$ cat src/rtl/beacon_frame_bssid_tracker_assert.svh
// Assertion macros for the beacon tracker, clocked on clk and held off during rst.
`ifndef BEACON_FRAME_BSSID_TRACKER_ASSERT_SVH
`define BEACON_FRAME_BSSID_TRACKER_ASSERT_SVH

// same-cycle implication
`define BFT_ASSERT_NOW(label, ante, cons) \
  label: assert property (@(posedge clk) disable iff (rst) (ante) |-> (cons)) \
    else $error("beacon tracker check failed");

// next-cycle implication
`define BFT_ASSERT_NEXT(label, ante, cons) \
  label: assert property (@(posedge clk) disable iff (rst) (ante) |=> (cons)) \
    else $error("beacon tracker check failed");

`endif

$ cat src/rtl/bft_pkg.sv
// Shared types and constants for the beacon BSSID tracker.
package bft_pkg;

  localparam int TABLE_ENTRIES = 64;
  localparam int IDX_W         = $clog2(TABLE_ENTRIES);
  localparam int FILL_W        = $clog2(TABLE_ENTRIES + 1);
  localparam int SSID_MAX      = 32;
  localparam int SSID_SEL_W    = $clog2(SSID_MAX);

  typedef enum logic [2:0] {
    ST_SHORT      = 3'd0,
    ST_NOT_BEACON = 3'd1,
    ST_UPDATED    = 3'd2,
    ST_INSERTED   = 3'd3,
    ST_FULL       = 3'd4,
    ST_TOO_LONG   = 3'd5
  } status_t;

  typedef enum logic [2:0] {
    R_PLAIN,
    R_FULL,
    R_UPDATE,
    R_INSERT,
    R_BYTE
  } res_t;

  typedef enum logic [2:0] {
    S_IDLE,
    S_FINISH,
    S_SCAN_RD,
    S_SCAN_CMP,
    S_UPDATE,
    S_INSERT,
    S_FULL_RPT,
    S_STREAM
  } state_t;

  typedef struct packed {
    logic [7:0] packet_byte;
    logic       end_of_packet;
  } in_item_t;

  typedef struct packed {
    logic        kind;
    logic [2:0]  status;
    logic [47:0] bssid;
    logic [31:0] beacon_count;
    logic [5:0]  entry_index;
    logic [5:0]  ssid_length;
    logic [7:0]  ssid_byte;
    logic        last_result;
  } out_item_t;

  typedef struct packed {
    status_t     status;
    logic        table_op;
    logic [47:0] bssid;
    logic [5:0]  ssid_length;
  } pkt_info_t;

  typedef struct packed {
    logic clear;
    logic scan_start;
    logic scan_rd;
    logic scan_next;
    logic wr_update;
    logic wr_insert;
    logic load;
    res_t res;
    logic stream_start;
    logic stream_next;
  } ctrl_cmd_t;

  typedef struct packed {
    logic out_free;
    logic scan_end;
    logic full;
    logic hit;
    logic stream_last;
  } tbl_stat_t;

endpackage

$ cat src/rtl/bft_ctrl.sv
// Controller: end-of-packet decision, table scan, update/insert and SSID streaming.
module bft_ctrl (
  input  logic               clk,
  input  logic               rst,
  input  logic               in_valid,
  input  logic               end_of_packet,
  input  bft_pkg::pkt_info_t info,
  input  bft_pkg::tbl_stat_t stat,
  output logic               in_stall,
  output logic               take,
  output bft_pkg::ctrl_cmd_t cmd
);
  import bft_pkg::*;

  state_t state, state_next;

  always_ff @(posedge clk) begin
    if (rst) state <= S_IDLE;
    else state <= state_next;
  end

  assign in_stall = (state != S_IDLE);
  assign take     = in_valid && !in_stall;

  always_comb begin
    state_next = state;
    cmd        = '0;
    cmd.res    = R_PLAIN;
    unique case (state)
      S_IDLE: if (take && end_of_packet) state_next = S_FINISH;
      S_FINISH: begin
        if (info.table_op) begin
          cmd.scan_start = 1'b1;
          state_next     = S_SCAN_RD;
        end else if (stat.out_free) begin
          cmd.load   = 1'b1;
          cmd.clear  = 1'b1;
          state_next = S_IDLE;
        end
      end
      S_SCAN_RD: begin
        if (stat.scan_end) state_next = stat.full ? S_FULL_RPT : S_INSERT;
        else begin
          cmd.scan_rd = 1'b1;
          state_next  = S_SCAN_CMP;
        end
      end
      S_SCAN_CMP: begin
        if (stat.hit) state_next = S_UPDATE;
        else begin
          cmd.scan_next = 1'b1;
          state_next    = S_SCAN_RD;
        end
      end
      S_UPDATE: begin
        cmd.res = R_UPDATE;
        if (stat.out_free) begin
          cmd.wr_update = 1'b1;
          cmd.load      = 1'b1;
          cmd.clear     = 1'b1;
          state_next    = S_IDLE;
        end
      end
      S_INSERT: begin
        cmd.res = R_INSERT;
        if (stat.out_free) begin
          cmd.wr_insert    = 1'b1;
          cmd.load         = 1'b1;
          cmd.stream_start = 1'b1;
          if (info.ssid_length == 6'd0) begin
            cmd.clear  = 1'b1;
            state_next = S_IDLE;
          end else state_next = S_STREAM;
        end
      end
      S_FULL_RPT: begin
        cmd.res = R_FULL;
        if (stat.out_free) begin
          cmd.load   = 1'b1;
          cmd.clear  = 1'b1;
          state_next = S_IDLE;
        end
      end
      S_STREAM: begin
        cmd.res = R_BYTE;
        if (stat.out_free) begin
          cmd.load        = 1'b1;
          cmd.stream_next = 1'b1;
          if (stat.stream_last) begin
            cmd.clear  = 1'b1;
            state_next = S_IDLE;
          end
        end
      end
      default: state_next = S_IDLE;
    endcase
  end

endmodule

$ cat config.mk
export PLATFORM = sky130hd
export DESIGN_NAME = bft_ctrl
export DESIGN_NICKNAME = d
export VERILOG_FILES = /design/src/rtl/beacon_frame_bssid_tracker_assert.svh /design/src/rtl/bft_pkg.sv /design/src/rtl/bft_ctrl.sv
export SDC_FILE = /design/constraint.sdc
export NUM_CORES = 1
export LEC_CHECK = 0
export ABC_CLOCK_PERIOD_IN_PS = 1300
export BUFFER_PORTS_ARGS = -buffer_cell sky130_fd_sc_hd__buf_4
export CAP_MARGIN = 20
export CORE_MARGIN = 2
export CORE_UTILIZATION = 25
export DETAILED_ROUTE_END_ITERATION = 12
export PLACE_DENSITY = 0.79
export SYNTH_ARGS = -nofsm -noshare
export SYNTH_HDL_FRONTEND = slang
export SYNTH_SLANG_ARGS = --single-unit
export TNS_END_PERCENT = 10
$ cat constraint.sdc
create_clock -name clk -period 1.3 [get_ports clk]
set_input_delay 0.26 -clock clk [delete_from_list [all_inputs] [get_ports clk]]
set_output_delay 0.26 -clock clk [all_outputs]
set_load 0.01 [all_outputs]
==> metrics.md <==
| Metric | Value |
|---|---|
| DR vias | 670 |
| Num Clock Sinks | 3 |
| Master cell of the clock root buffer | clkbuf_4 |
| Netlist Area Pre-Place | 420 um^2 |
| Register ranked first by flip-flop count | state |
| DR WL/cell | 13.2 um |
| HP Class | input pin to register |
| PnR Total Power | 0.483 mW |
| Total I/O pin count | 81 |
| Post-detailed-route DRC marker count | 0 |
| Total of fill cells in the finished design | 147 |
| Die area | 0.00203 mm^2 |
| Critical Path Max Stage Delay | 0.37 ns |
| Clock share of power | 35.7% |
| Setup total negative slack | -1.91 ns |
| Flip-flop count of the largest register, all copies and words added | 3 |
| Count of final max-slew check failures | 0 |
| Largest area contributor in the synthesized netlist | dfxtp_1 |
| Area share of the largest cell type after synthesis | 14.3% |
| Area of all sequential standard cells | 71.3 um^2 |
| Share of total power in combinational logic | 42.2% |
| Launch point of the worst path | state[1] |
| Number of distinct library cells after synthesis | 28 |
| Clock latency on the worst-skew pair | 0.24 ns |
| Relative slew slack | 80.0% |
| Final routed wirelength across all metal layers | 1.60 mm |
| Max-capacitance violation count | 0 |
| Placeable core region | 0.00154 mm^2 |
| Final weighted congestion of routability-driven global placement | 0.876 |
| TritonCTS clock tree | yes |
| Final setup margin | -0.212 ns |
| Share of total power in sequential cells | 22.1% |
| Final Cycle Share | 116% |
| CP Data Required Time | 1.04 ns |
| Post-synth net total | 130 |
| Maximum root-to-sink buffer count | 2 |
| Minimum clock period after layout | 1.51 ns |
| Maximum number of pins on one net before global-route repair | 10 |
| Average footprint of a synthesized cell | 6.67 um^2 |
| Largest registers | state (3) |
| Reported leakage power | 0.385 nW |
| Crit start category | register |
| Kind of capture point of the worst setup path | output port |
| Final-report setup violation count | 14 |
| Leading cell types in the layout, fill and taps excluded | buf_4, inv_1, nor2_1 |
| First-pass GRT wire length | 2.39 mm |
| Vias/cell | 5.54 |
| Power per cell area | 562 mW/mm^2 |
| Global-route usage over all layers | 16.4% |
| Cts-stage hold buffer count | 0 |
| Final ANT Viol Nets | 0 |
| Status | finished, violations left |
| Remaining global-route overflow | 0 |
| Violations in the final reports | setup timing |
| Antenna diodes | 0 |
| Hold path startpoint | rst |
| RSZ-0062 raised after global routing | true |
| Power Internal | 0.320 mW |
| Count of final hold-check violations | 0 |
| Critical Setup Path Class | register to output port |
| CP Cell Sequence | nor4_2 -> a31oi_1 -> a21boi_4 -> buf_6 |
| Depth of the CTS H-tree | 1 |
| Sequential share of the synthesized area | 14.3% |
| Number of placed cells counting well taps | 117 |
| Number of warnings issued by yosys | 0 |
| Max Clock Freq | 0.661 GHz |
| Number of cells in the finished layout apart from fillers | 121 |
| Area Growth Syn to Fin | 104% |
| Reg2Reg Launch Point | state[2] |
| Count of state elements after synthesis | 3 |
| CTS Buf Count | 3 |
| Synth area leaders | dfxtp_1, nor2_1, a31oi_1, a21boi_0, buf_4 |
| Transition time at the pin with the least slew margin | 0.297 ns |
| Clock tree skew after final layout | 0.00136 ns |
| Slowest cell on the critical path | dfxtp_4 |
| Net load switching power | 0.162 mW |
| Number of iterations in the first detailed-routing pass | 4 |
| Clock slew seen by the registers of the worst setup and hold paths | 0.04 ns |
| Share of total power consumed by net switching | 33.6% |
| CP Max Fanout | 8 |
| Initial antenna violation count | 0 |
| Starting DRT DRC Count | 27 |
| Number of standard cells after synthesis | 63 |
| Die width | 45.0 um |
| Number of global-route vias before repair | 616 |
| Highest ir drop seen on vdd | 0.289 mV |
| Postcts setup bufs | 0 |
| Number of buffers inserted by port buffering | 29 |
| DPL Wire Length | 1.15 mm |
| Most common library cell in the layout ignoring fill and taps | buf_4 |
| Multi-input gate area in the final layout | 374 um^2 |
| # rows | 14 |
| Initial cell density of the core | 27.3% |
| Net count of the finished layout | 173 |
| Final Hold Slack | 0.215 ns |
| Data arrival time of the critical path | 1.25 ns |
| Die Ht | 45.0 um |
| Share of layout cells above drive strength 1 | 61.0% |
==> final timing paths <==
check / endpoint / slack, ns / depth (start not counted)
min: state[2] / 0.22 / 2
max reg2reg: state[1] / 0.01 / 4
max: cmd[11] / -0.21 / 4
min reg2reg: state[1] / 0.63 / 2
==> final cells by class <==
type                    instances  share of cell area, %
flip-flops and latches          3                   8.30
multi-input cells              49                   43.5
clock buffers                   4                   3.06
inverters                       6                   2.62
repair buffers                 43                   40.2
well taps                      16                   2.33
==> power groups by stage <==
stage	Combinational, mW	Clock, mW	Sequential (mW)
after floorplan	0.0936	0	0.100
after global placement	0.181	0	0.110
after detailed placement	0.184	0	0.110
after CTS	0.194	0.175	0.106
after global routing	0.221	0.182	0.107
final	0.204	0.172	0.107
==> cells by family after synthesis <==
| group | Yosys count | synth area share (%) |
|---|---|---|
| flops | 3 | 14.3 |
| compound gates | 23 | 38.1 |
| simple gates | 25 | 32.1 |
| mux | 1 | 2.38 |
| buf+inv | 11 | 13.1 |
==> through the flow <==
stage / worst slack (ns) / util (%) / instance area, um^2
detailed placement: -0.137 / 48.8 / 752
global placement: -0.142 / 48.8 / 752
finish: -0.212 / 55.8 / 860
global route: -0.289 / 55.8 / 860
CTS: -0.211 / 54.1 / 835
floorplan: -0.0433 / - / 442
==> worst max-delay path, delay by kind of cell (launching register included) <==
| kind | cells | cell delay (ns) |
|---|---|---|
| flops | 1 | 0.37 |
| buf+inv | 1 | 0.11 |
| simple gates | 1 | 0.28 |
| compound gates | 2 | 0.25 |
==> routing by layer <==
layer	vias to the layer above	wire length (um)	GRT usage, %
met5	-	0	0
met4	0	117	17.6
met3	14	155	1.60
met2	50	781	26.0
met1	289	543	18.2
li1	317	-	-
==> what timing repair did <==
| item | 4_1_cts | 5_1_grt |
|---|---|---|
| endpoints found under the setup margin | 16 | 16 |
| pin swaps | 5 | 3 |
| resized for setup | 17 | 8 |
| gates cloned | 0 | 0 |
==> Yosys cell counts <==
library cell  number
nand2_1            3
nor4_1             2
nand3_1            2
o32ai_1            1
a21oi_2            1
a311o_1            1
nor2b_1            1
buf_2              2
a31oi_1            4
inv_1              6
o32ai_2            1
a21boi_0           3
a21oi_1            4
nor4_2             1
o21ai_0            4
a211oi_1           2
nor2_1             7
o22ai_1            1
mux2i_1            1
nor3_1             3
and2_1             1
and3_1             2
buf_4              3
nor3b_1            1
o21a_1             1
nand2b_1           1
or3b_1             1
dfxtp_1            3
(Power assumes the default switching activity.)
